<file path="src/rtl/rpn_stk_pkg.sv">
package rpn_stk_pkg;

  localparam int unsigned DEF_STACK_DEPTH = 16;

  localparam int unsigned MODE_W      = 4;
  localparam int unsigned KIND_W      = 3;
  localparam int unsigned WORD_W      = 64;
  localparam int unsigned DEPTH_NOW_W = 5;
  localparam int unsigned S_TDATA_W   = 72;
  localparam int unsigned M_TDATA_W   = 144;

  localparam logic [KIND_W-1:0] KIND_NIL   = 3'd0;
  localparam logic [KIND_W-1:0] KIND_INT   = 3'd1;
  localparam logic [KIND_W-1:0] KIND_UNDEF = 3'd7;

  typedef enum logic [MODE_W-1:0] {
    MODE_ENTER_VAL = 4'd0,
    MODE_POP       = 4'd1,
    MODE_ROLL_DOWN = 4'd2,
    MODE_ROLL_UP   = 4'd3,
    MODE_SWAP_XY   = 4'd4,
    MODE_SWAP_XZ   = 4'd5,
    MODE_SWAP_XT   = 4'd6,
    MODE_SWAP_XL   = 4'd7,
    MODE_ENTER     = 4'd8,
    MODE_CLX       = 4'd9,
    MODE_DELX      = 4'd10,
    MODE_CLST      = 4'd11,
    MODE_LASTX     = 4'd12,
    MODE_RCLX      = 4'd13,
    MODE_SET_LASTX = 4'd14
  } mode_e;

  typedef enum logic [2:0] {
    ST_IDLE  = 3'd0,
    ST_EXEC  = 3'd1,
    ST_EXEC2 = 3'd2,
    ST_FETCH = 3'd3,
    ST_DONE  = 3'd4
  } state_e;

  typedef struct packed {
    logic [KIND_W-1:0] kind;
    logic [WORD_W-1:0] word;
  } slot_t;

  localparam slot_t SLOT_NIL  = '{kind: KIND_NIL, word: 64'd0};
  localparam slot_t SLOT_INT0 = '{kind: KIND_INT, word: 64'd0};

  typedef struct packed {
    logic capture;
    logic exec;
    logic exec2;
    logic fetch;
    logic load;
  } ctrl_cmd_t;

  typedef struct packed {
    logic two_writes;
  } dp_status_t;

  typedef struct packed {
    logic                   overflow;
    logic [DEPTH_NOW_W-1:0] depth_now;
    logic [KIND_W-1:0]      second_kind;
    logic [WORD_W-1:0]      top_word;
    logic [KIND_W-1:0]      top_kind;
    logic [WORD_W-1:0]      taken_word;
    logic [KIND_W-1:0]      taken_kind;
  } result_t;

endpackage

</file>
<file path="src/rtl/rpn_stk_ctrl.sv">
module rpn_stk_ctrl (
  input  logic                    clk_i,
  input  logic                    rst_ni,
  input  logic                    s_valid_i,
  output logic                    s_ready_o,
  input  logic                    m_ready_i,
  output logic                    m_valid_o,
  input  rpn_stk_pkg::dp_status_t status_i,
  output rpn_stk_pkg::ctrl_cmd_t  cmd_o
);

  rpn_stk_pkg::state_e state_q, state_d;
  logic                m_valid_q, m_valid_d;
  logic                out_free;

  assign out_free  = !m_valid_q || m_ready_i;
  assign m_valid_o = m_valid_q;

  always_comb begin
    state_d = state_q;
    unique case (state_q)
      rpn_stk_pkg::ST_IDLE: begin
        if (s_valid_i) state_d = rpn_stk_pkg::ST_EXEC;
      end
      rpn_stk_pkg::ST_EXEC: begin
        state_d = status_i.two_writes ? rpn_stk_pkg::ST_EXEC2 : rpn_stk_pkg::ST_FETCH;
      end
      rpn_stk_pkg::ST_EXEC2: state_d = rpn_stk_pkg::ST_FETCH;
      rpn_stk_pkg::ST_FETCH: state_d = rpn_stk_pkg::ST_DONE;
      rpn_stk_pkg::ST_DONE: begin
        // hold until the output register can take the result
        if (out_free) state_d = rpn_stk_pkg::ST_IDLE;
      end
      default: state_d = rpn_stk_pkg::ST_IDLE;
    endcase
  end

  always_comb begin
    s_ready_o     = (state_q == rpn_stk_pkg::ST_IDLE);
    cmd_o.capture = (state_q == rpn_stk_pkg::ST_IDLE) && s_valid_i;
    cmd_o.exec    = (state_q == rpn_stk_pkg::ST_EXEC);
    cmd_o.exec2   = (state_q == rpn_stk_pkg::ST_EXEC2);
    cmd_o.fetch   = (state_q == rpn_stk_pkg::ST_FETCH);
    cmd_o.load    = (state_q == rpn_stk_pkg::ST_DONE) && out_free;
  end

  always_comb begin
    m_valid_d = m_valid_q;
    if (cmd_o.load) begin
      m_valid_d = 1'b1;
    end else if (m_ready_i) begin
      m_valid_d = 1'b0;
    end
  end

  always_ff @(posedge clk_i or negedge rst_ni) begin
    if (!rst_ni) begin
      state_q   <= rpn_stk_pkg::ST_IDLE;
      m_valid_q <= 1'b0;
    end else begin
      state_q   <= state_d;
      m_valid_q <= m_valid_d;
    end
  end

  a_capture_to_exec: assert property (@(posedge clk_i) disable iff (!rst_ni)
    cmd_o.capture |=> state_q == rpn_stk_pkg::ST_EXEC)
    else $error("command beat not followed by execute");

  a_exec2_after_exec: assert property (@(posedge clk_i) disable iff (!rst_ni)
    state_q == rpn_stk_pkg::ST_EXEC2 |-> $past(state_q) == rpn_stk_pkg::ST_EXEC)
    else $error("second write without first write");

  a_done_holds: assert property (@(posedge clk_i) disable iff (!rst_ni)
    state_q == rpn_stk_pkg::ST_DONE && !out_free |=> state_q == rpn_stk_pkg::ST_DONE &&
    m_valid_q)
    else $error("result dropped while output stalled");

endmodule

</file>
<file path="src/rtl/rpn_stk_dp.sv">
module rpn_stk_dp #(
  parameter int unsigned STACK_DEPTH = rpn_stk_pkg::DEF_STACK_DEPTH
) (
  input  logic                                  clk_i,
  input  logic                                  rst_ni,
  input  rpn_stk_pkg::ctrl_cmd_t                cmd_i,
  output rpn_stk_pkg::dp_status_t               status_o,
  input  logic [rpn_stk_pkg::MODE_W-1:0]        in_mode_i,
  input  logic [rpn_stk_pkg::KIND_W-1:0]        in_kind_i,
  input  logic [rpn_stk_pkg::WORD_W-1:0]        in_word_i,
  output rpn_stk_pkg::result_t                  res_o
);

  localparam int unsigned AW = $clog2(STACK_DEPTH);
  localparam int unsigned CW = $clog2(STACK_DEPTH + 1);
  localparam logic [CW-1:0] DEPTH_C = CW'(STACK_DEPTH);
  localparam logic [AW:0]   DEPTH_W = (AW + 1)'(STACK_DEPTH);

  function automatic logic [AW-1:0] ptr_add(input logic [AW-1:0] p, input logic [AW-1:0] off);
    logic [AW:0] s;
    s = {1'b0, p} + {1'b0, off};
    if (s >= DEPTH_W) s = s - DEPTH_W;
    return s[AW-1:0];
  endfunction

  function automatic logic [AW-1:0] cnt2off(input logic [CW-1:0] c);
    logic [CW+AW-1:0] e;
    e = {{AW{1'b0}}, c};
    return e[AW-1:0];
  endfunction

  function automatic logic [1:0] swap_dist(input rpn_stk_pkg::mode_e m);
    logic [1:0] k;
    unique case (m)
      rpn_stk_pkg::MODE_SWAP_XY: k = 2'd1;
      rpn_stk_pkg::MODE_SWAP_XZ: k = 2'd2;
      rpn_stk_pkg::MODE_SWAP_XT: k = 2'd3;
      default:                   k = 2'd0;
    endcase
    return k;
  endfunction

  rpn_stk_pkg::slot_t slot_mem [STACK_DEPTH];

  logic [CW-1:0]       n_q, n_d;
  logic [AW-1:0]       b_q, b_d;
  logic                cp_q, cp_d;
  rpn_stk_pkg::slot_t  last_q, last_d;
  rpn_stk_pkg::mode_e  mode_q;
  rpn_stk_pkg::slot_t  nslot_q;
  rpn_stk_pkg::slot_t  rd_a_q, rd_b_q;
  rpn_stk_pkg::slot_t  taken_q, taken_d;
  logic                drop_q, drop_d;
  rpn_stk_pkg::result_t res_q;

  logic                n_nz, n_full;
  logic [CW-1:0]       n_m1, n_e;
  rpn_stk_pkg::mode_e  in_mode;
  logic [1:0]          k_rd, k_ex;
  logic [AW-1:0]       off_a, off_b, raddr_a, raddr_b;
  logic                rd_en;
  logic                we;
  logic [AW-1:0]       woff, waddr, push_off;
  rpn_stk_pkg::slot_t  wdata;
  logic [CW+4:0]       n_ext;

  assign n_nz     = (n_q != '0);
  assign n_full   = (n_q == DEPTH_C);
  assign n_m1     = n_nz ? n_q - CW'(1) : '0;
  assign n_e      = cp_q ? n_m1 : n_q;
  assign push_off = n_full ? '0 : cnt2off(n_q);
  assign in_mode  = rpn_stk_pkg::mode_e'(in_mode_i);
  assign k_ex     = swap_dist(mode_q);

  // Capture reads X (or the base for roll up) and the swap partner;
  // fetch reads the new X and Y.
  assign k_rd  = cmd_i.capture ? swap_dist(in_mode) : 2'd1;
  assign off_a = (cmd_i.capture && in_mode == rpn_stk_pkg::MODE_ROLL_UP) ? '0 : cnt2off(n_m1);
  assign off_b = (n_q > CW'(k_rd)) ? cnt2off(n_m1 - CW'(k_rd)) : '0;
  assign raddr_a = ptr_add(b_q, off_a);
  assign raddr_b = ptr_add(b_q, off_b);
  assign rd_en   = cmd_i.capture || cmd_i.fetch;

  assign status_o.two_writes = (k_ex != 2'd0) && (n_q > CW'(k_ex));

  always_comb begin
    we      = 1'b0;
    woff    = push_off;
    wdata   = nslot_q;
    n_d     = n_q;
    b_d     = b_q;
    cp_d    = cp_q;
    last_d  = last_q;
    taken_d = taken_q;
    drop_d  = drop_q;
    if (cmd_i.exec) begin
      cp_d    = 1'b0;
      taken_d = rpn_stk_pkg::SLOT_NIL;
      drop_d  = 1'b0;
      unique case (mode_q)
        rpn_stk_pkg::MODE_ENTER_VAL: begin
          // armed clear-X replaces X
          if (n_e == DEPTH_C) begin
            drop_d = 1'b1;
          end else begin
            we    = 1'b1;
            woff  = cnt2off(n_e);
            wdata = nslot_q;
            n_d   = n_e + CW'(1);
          end
        end
        rpn_stk_pkg::MODE_POP: begin
          if (n_nz) begin
            taken_d = rd_a_q;
            n_d     = n_m1;
          end
        end
        rpn_stk_pkg::MODE_ROLL_DOWN: begin
          we   = 1'b1;
          woff = AW'(STACK_DEPTH - 1);
          b_d  = ptr_add(b_q, AW'(STACK_DEPTH - 1));
          if (n_nz) begin
            wdata = rd_a_q;
          end else begin
            wdata = rpn_stk_pkg::SLOT_NIL;
            n_d   = CW'(1);
          end
        end
        rpn_stk_pkg::MODE_ROLL_UP: begin
          we   = 1'b1;
          woff = push_off;
          if (n_nz) begin
            wdata = rd_a_q;
            b_d   = ptr_add(b_q, AW'(1));
          end else begin
            wdata = rpn_stk_pkg::SLOT_INT0;
            n_d   = CW'(1);
          end
        end
        rpn_stk_pkg::MODE_SWAP_XY,
        rpn_stk_pkg::MODE_SWAP_XZ,
        rpn_stk_pkg::MODE_SWAP_XT: begin
          if (n_q > CW'(k_ex)) begin
            we    = 1'b1;
            woff  = cnt2off(n_m1);
            wdata = rd_b_q;
          end
        end
        rpn_stk_pkg::MODE_SWAP_XL: begin
          if (n_nz) begin
            we     = 1'b1;
            woff   = cnt2off(n_m1);
            wdata  = last_q;
            last_d = rd_a_q;
          end
        end
        rpn_stk_pkg::MODE_ENTER,
        rpn_stk_pkg::MODE_RCLX: begin
          if (n_nz) begin
            if (n_full) begin
              drop_d = 1'b1;
            end else begin
              we    = 1'b1;
              woff  = push_off;
              wdata = rd_a_q;
              n_d   = n_q + CW'(1);
            end
          end
          cp_d = (mode_q == rpn_stk_pkg::MODE_ENTER);
        end
        rpn_stk_pkg::MODE_CLX: begin
          we    = 1'b1;
          woff  = cnt2off(n_m1);
          wdata = rpn_stk_pkg::SLOT_NIL;
          n_d   = n_m1 + CW'(1);
          cp_d  = 1'b1;
        end
        rpn_stk_pkg::MODE_DELX: begin
          n_d = n_m1;
        end
        rpn_stk_pkg::MODE_CLST: begin
          we    = 1'b1;
          woff  = '0;
          wdata = rpn_stk_pkg::SLOT_NIL;
          n_d   = CW'(1);
          cp_d  = 1'b1;
        end
        rpn_stk_pkg::MODE_LASTX: begin
          if (n_nz) begin
            if (n_full) begin
              drop_d = 1'b1;
            end else begin
              we    = 1'b1;
              woff  = push_off;
              wdata = last_q;
              n_d   = n_q + CW'(1);
            end
          end
        end
        rpn_stk_pkg::MODE_SET_LASTX: begin
          last_d = nslot_q;
        end
        default: ;
      endcase
    end else if (cmd_i.exec2) begin
      // old X goes to the partner slot
      we    = 1'b1;
      woff  = cnt2off(n_m1 - CW'(k_ex));
      wdata = rd_a_q;
    end
  end

  assign waddr = ptr_add(b_q, woff);

  always_ff @(posedge clk_i) begin
    if (we) slot_mem[waddr] <= wdata;
    if (rd_en) begin
      rd_a_q <= slot_mem[raddr_a];
      rd_b_q <= slot_mem[raddr_b];
    end
  end

  always_ff @(posedge clk_i or negedge rst_ni) begin
    if (!rst_ni) begin
      n_q    <= '0;
      b_q    <= '0;
      cp_q   <= 1'b0;
      last_q <= rpn_stk_pkg::SLOT_INT0;
    end else begin
      n_q    <= n_d;
      b_q    <= b_d;
      cp_q   <= cp_d;
      last_q <= last_d;
    end
  end

  assign n_ext = {5'b0, n_q};

  always_ff @(posedge clk_i) begin
    if (cmd_i.capture) begin
      mode_q       <= in_mode;
      nslot_q.kind <= in_kind_i;
      nslot_q.word <= in_word_i;
    end
    taken_q <= taken_d;
    drop_q  <= drop_d;
    if (cmd_i.load) begin
      res_q.taken_kind  <= taken_q.kind;
      res_q.taken_word  <= taken_q.word;
      res_q.top_kind    <= n_nz ? rd_a_q.kind : rpn_stk_pkg::KIND_UNDEF;
      res_q.top_word    <= n_nz ? rd_a_q.word : '0;
      res_q.second_kind <= (n_q > CW'(1)) ? rd_b_q.kind : rpn_stk_pkg::KIND_NIL;
      res_q.depth_now   <= n_ext[4:0];
      res_q.overflow    <= drop_q;
    end
  end

  assign res_o = res_q;

  a_count_bound: assert property (@(posedge clk_i) disable iff (!rst_ni)
    n_q <= DEPTH_C)
    else $error("element count above stack depth");

  a_exec2_swap: assert property (@(posedge clk_i) disable iff (!rst_ni)
    cmd_i.exec2 |-> $past(cmd_i.exec) && $past(status_o.two_writes))
    else $error("second write outside a swap");

endmodule

</file>
<file path="src/rtl/rpn_operand_stack_engine_core.sv">
// Calculator operand stack: a circular deque of typed 64-bit words with
// a last-X register and a clear-X flag.
// Command channel (s_axis): one beat carries mode, new_kind and new_word.
// Result channel (m_axis): one beat per command with the popped element,
// the new X, the kind of Y, the element count and the overflow flag.
// Sequence: a beat is taken in idle; execute, fetch and done follow,
// done loads the result, and the next command is taken back in idle.
// Swap X/Y, X/Z and X/T add a second execute state when the partner is
// held, as each needs two writes through the slot memory's single write port.
// The slot memory has one write and two registered read ports: the
// command cycle reads X and its partner, a fetch cycle reads the new X, Y.
// Reset empties the stack, clears clear-X and sets last-X to INT 0; slot
// contents are not cleared and only held entries are ever read.
// A stalled result stays in the output register; a finished command waits
// for it to be taken, and s_axis_tready stays low meanwhile.
module rpn_operand_stack_engine_core #(
  parameter int unsigned STACK_DEPTH = rpn_stk_pkg::DEF_STACK_DEPTH
) (
  input  logic                                clk_i,
  input  logic                                rst_ni,
  input  logic                                s_axis_tvalid,
  output logic                                s_axis_tready,
  // [3:0] mode, [6:4] new_kind, [70:7] new_word, [71] zero
  input  logic [rpn_stk_pkg::S_TDATA_W-1:0]   s_axis_tdata,
  output logic                                m_axis_tvalid,
  input  logic                                m_axis_tready,
  // [2:0] taken_kind, [66:3] taken_word, [69:67] top_kind,
  // [133:70] top_word, [136:134] second_kind, [141:137] depth_now,
  // [142] overflow, [143] zero
  output logic [rpn_stk_pkg::M_TDATA_W-1:0]   m_axis_tdata
);

  rpn_stk_pkg::ctrl_cmd_t  cmd;
  rpn_stk_pkg::dp_status_t status;
  rpn_stk_pkg::result_t    res;

  rpn_stk_ctrl u_ctrl (
    .clk_i     (clk_i),
    .rst_ni    (rst_ni),
    .s_valid_i (s_axis_tvalid),
    .s_ready_o (s_axis_tready),
    .m_ready_i (m_axis_tready),
    .m_valid_o (m_axis_tvalid),
    .status_i  (status),
    .cmd_o     (cmd)
  );

  rpn_stk_dp #(
    .STACK_DEPTH (STACK_DEPTH)
  ) u_dp (
    .clk_i     (clk_i),
    .rst_ni    (rst_ni),
    .cmd_i     (cmd),
    .status_o  (status),
    .in_mode_i (s_axis_tdata[3:0]),
    .in_kind_i (s_axis_tdata[6:4]),
    .in_word_i (s_axis_tdata[70:7]),
    .res_o     (res)
  );

  assign m_axis_tdata = {1'b0, res.overflow, res.depth_now, res.second_kind, res.top_word,
                         res.top_kind, res.taken_word, res.taken_kind};

endmodule
</file>
<file path="config.mk">
export PLATFORM = sky130hd
export DESIGN_NAME = rpn_operand_stack_engine_core
export DESIGN_NICKNAME = d
export VERILOG_FILES = /design/src/rtl/rpn_stk_pkg.sv /design/src/rtl/rpn_stk_ctrl.sv /design/src/rtl/rpn_stk_dp.sv /design/src/rtl/rpn_operand_stack_engine_core.sv
export SDC_FILE = /design/constraint.sdc
export NUM_CORES = 2
export LEC_CHECK = 0
export BUFFER_PORTS_ARGS = -buffer_cell sky130_fd_sc_hd__buf_2
export CELL_PAD_IN_SITES_DETAIL_PLACEMENT = 0
export CELL_PAD_IN_SITES_GLOBAL_PLACEMENT = 2
export CORE_MARGIN = 1.5
export CORE_UTILIZATION = 42
export DETAILED_ROUTE_END_ITERATION = 6
export GPL_TIMING_DRIVEN = 1
export PLACE_DENSITY_LB_ADDON = 0.12
export SYNTH_ARGS = -nofsm -noshare
export SYNTH_HDL_FRONTEND = slang
export SYNTH_SLANG_ARGS = --single-unit
</file>
<file path="constraint.sdc">
create_clock -name clk_i -period 17.8 [get_ports clk_i]
set_input_delay 0.89 -clock clk_i [delete_from_list [all_inputs] [get_ports clk_i]]
set_output_delay 0.89 -clock clk_i [all_outputs]
set_load 0.01 [all_outputs]
</file>
==> metrics <==
RSZ-0062 raised after global routing no; Setup WS pre-CTS 10.06 ns; CTS resizes 0; initial core utilization 0.4230; IO buf count 219; Ports 222; unique cell type count in the Yosys netlist 70; CP Launch Type register; global-route wire length before repair 288.8 mm; Setup TNS 0 ns; nets 3768; vias in the first global route 39136; htree depth 4; Die Ht 407.7 µm; antenna-violating nets left 0; remaining global-route overflow 0; Worst Skew 0.03566 ns; clock tree sinks 1569; Avg Inst Size Synth 20.39 µm²; Synth area leaders edfxtp_1 65%, mux4_2 22%, dfrtp_1 2.9%, and2_1 1.2%, clkbuf_1 1.1%; Setup WS post-layout 10.12 ns; initial antenna violation count 6; synth warn 0; mapped cell area 68770 µm²; share of layout cells above drive strength 1 0.3485; fin crit period 7.685 ns; finished layout cell area 78490 µm²; Synth Instances 3373; final critical-path share of the clock period 0.4317; CTS buffer count 172; Final GP Congestion 0.8054; hold violation count in the final report 0; Non-Filler Instances 5985; routed len/inst 33.82 µm; DP Area 73060 µm²; status finished, violations left; Total Routing Usage GR 0.2438; total of max-cap violations 0; fillers 13339; area leader, netlist edfxtp_1; DR DRC count 2; post-DP HPWL 106.4 mm; top-count cell post-synth edfxtp_1; postcts setup bufs 0; 1st-iter DRT viols 4237; Hold WC Path Type input pin to register; Arr. time, crit path 8.12 ns; CTS tree yes; Crit Path Class register to register; worst endpoint required time 18.23 ns; R2R setup slack 10.12 ns; dpl cells 5661; pin count of the biggest net entering global routing 143; Net Count, Synth 3479; WL final 202.4 mm; top cell type's share of synthesized area 0.6497; vias 37184; root buffer cell clkbuf_16; Post-synth EDFFs 1488; Final Max Tran Viols 0; FMAX 130.1 MHz; Skew-Pair Late Insertion Delay 0.82 ns; CORE AREA 162600 µm²; Setup Viol. Count Final 0; synth cell count leaders 1488 x edfxtp_1, 670 x mux4_2, 208 x clkbuf_1; CP Max Fanout 39; Synth Register Bits 1569; via/cell ratio 6.213; CTS clk-pin slew, worst paths 0.06 ns; clock tree buffer depth 3; Synth async-reset ratio 0.05163; Rows 148; Worst Setup End Kind register; Post-synth top flop edfxtp_1; # hold bufs at CTS 1; Die X 407.7 µm; failing checks DRC; Area Growth Syn to Fin 14.13%; TritonRoute pass-1 iters 7; Slew headroom 0.1947; sequential fraction of the synthesis area 0.6792; die area 166200 µm²; Least-Margin Pin Slew 1.208 ns
-- final timing paths --
| check | cells after the start | startpoint | to |
|---|---|---|---|
| max in group asynchronous | 3 | rst_ni | u_dp.last_q[40] |
| min | 1 | s_axis_tdata[39] | u_dp.nslot_q[32] |
| min in group asynchronous | 2 | rst_ni | u_dp.n_q[1] |
| max reg2reg | 18 | u_dp.n_q[0] | u_dp.slot_mem[1][38] |
| max | 18 | u_dp.n_q[0] | u_dp.slot_mem[1][38] |
| min reg2reg | 0 | u_dp.taken_q[41] | u_dp.res_o[44] |
-- sequential cells by signal, summed over array words and instances, names as in the netlist --
| signal | count |
|---|---|
| u_dp.mode_q | 4 |
| u_dp.rd_b_q | 67 |
| u_dp.cp_q | 1 |
| u_dp.b_q | 4 |
| u_dp.taken_q | 67 |
| u_dp.nslot_q | 67 |
| u_ctrl.m_valid_o | 1 |
| u_dp.slot_mem | 1072 |
| u_dp.drop_q | 1 |
| u_dp.res_o | 143 |
| u_dp.rd_a_q | 67 |
| u_dp.n_q | 5 |
| u_dp.last_q | 67 |
| u_ctrl.state_q | 3 |
-- metrics by stage --
step	hold WS, ns	utilization
global placement	0.4022	0.4494
global route	0.1971	0.4827
detailed placement	0.4045	0.4494
CTS	0.1895	0.4827
finish	0.2559	0.4827
floorplan	0.4003	-
-- critical path, stage by stage (launching register included) --
cell     delay, ns
dfrtp_1       0.62
inv_1         0.38
ha_1          0.34
or4b_4        0.74
nand2_1       0.31
ha_1          0.19
inv_1         0.06
fa_1          0.44
xnor2_1       0.14
o221a_2       0.31
ha_1          0.33
a21oi_1       0.17
nand2_1       0.12
xnor2_1       0.16
o31a_1        0.14
a211o_1       0.56
nor2_4        0.89
buf_4         0.71
buf_4         0.60
-- area by class of cell --
type,count,area [µm²],share of cell area
Multi-Input combinational cell,1531,21270,0.2710
Clock buffer,240,4693,0.05980
Timing Repair Buffer,370,2310,0.02943
Inverter,18,70.07,0.0008927
Tap cell,2175,2721,0.03467
Sequential cell,1569,46710,0.5951
Clock inverter,80,709.4,0.009039
Antenna cell,2,5.005,0.00006377
-- per-layer routing --
layer,part of all wire,global-route usage,up-vias
li1,-,-,15043
met1,0.42,0.3396,20437
met2,0.50,0.4034,1449
met3,0.063,0.03892,255
met4,0.020,0.05893,0
met5,0,0,-
-- logic make-up (layout without fill, tap and decap cells) --
| group | Yosys count | in the layout | synth area share |
|---|---|---|---|
| compound gates | 368 | 368 | 0.03666 |
| xor+xnor | 26 | 26 | 0.003420 |
| fa+ha+maj | 30 | 30 | 0.006113 |
| buf+inv | 273 | 708 | 0.01608 |
| flops | 1569 | 1569 | 0.6792 |
| mux | 744 | 744 | 0.2302 |
| other cells | 1 | 3 | 0.00005453 |
| simple gates | 362 | 362 | 0.02824 |
-- cell usage in the layout, fill, tap and decap left out, types with 72 or more instances in the layout --
cell	count
edfxtp_1	1488
mux4_2	670
buf_2	218
clkbuf_16	175
o21ai_0	145
buf_4	145
and2_1	135
nand2_1	107
dfrtp_1	80
mux2i_1	72
Power is left out: the tool's default activity adds up to more than one toggle a clock period on the data nets, which glitch-free logic cannot reach.
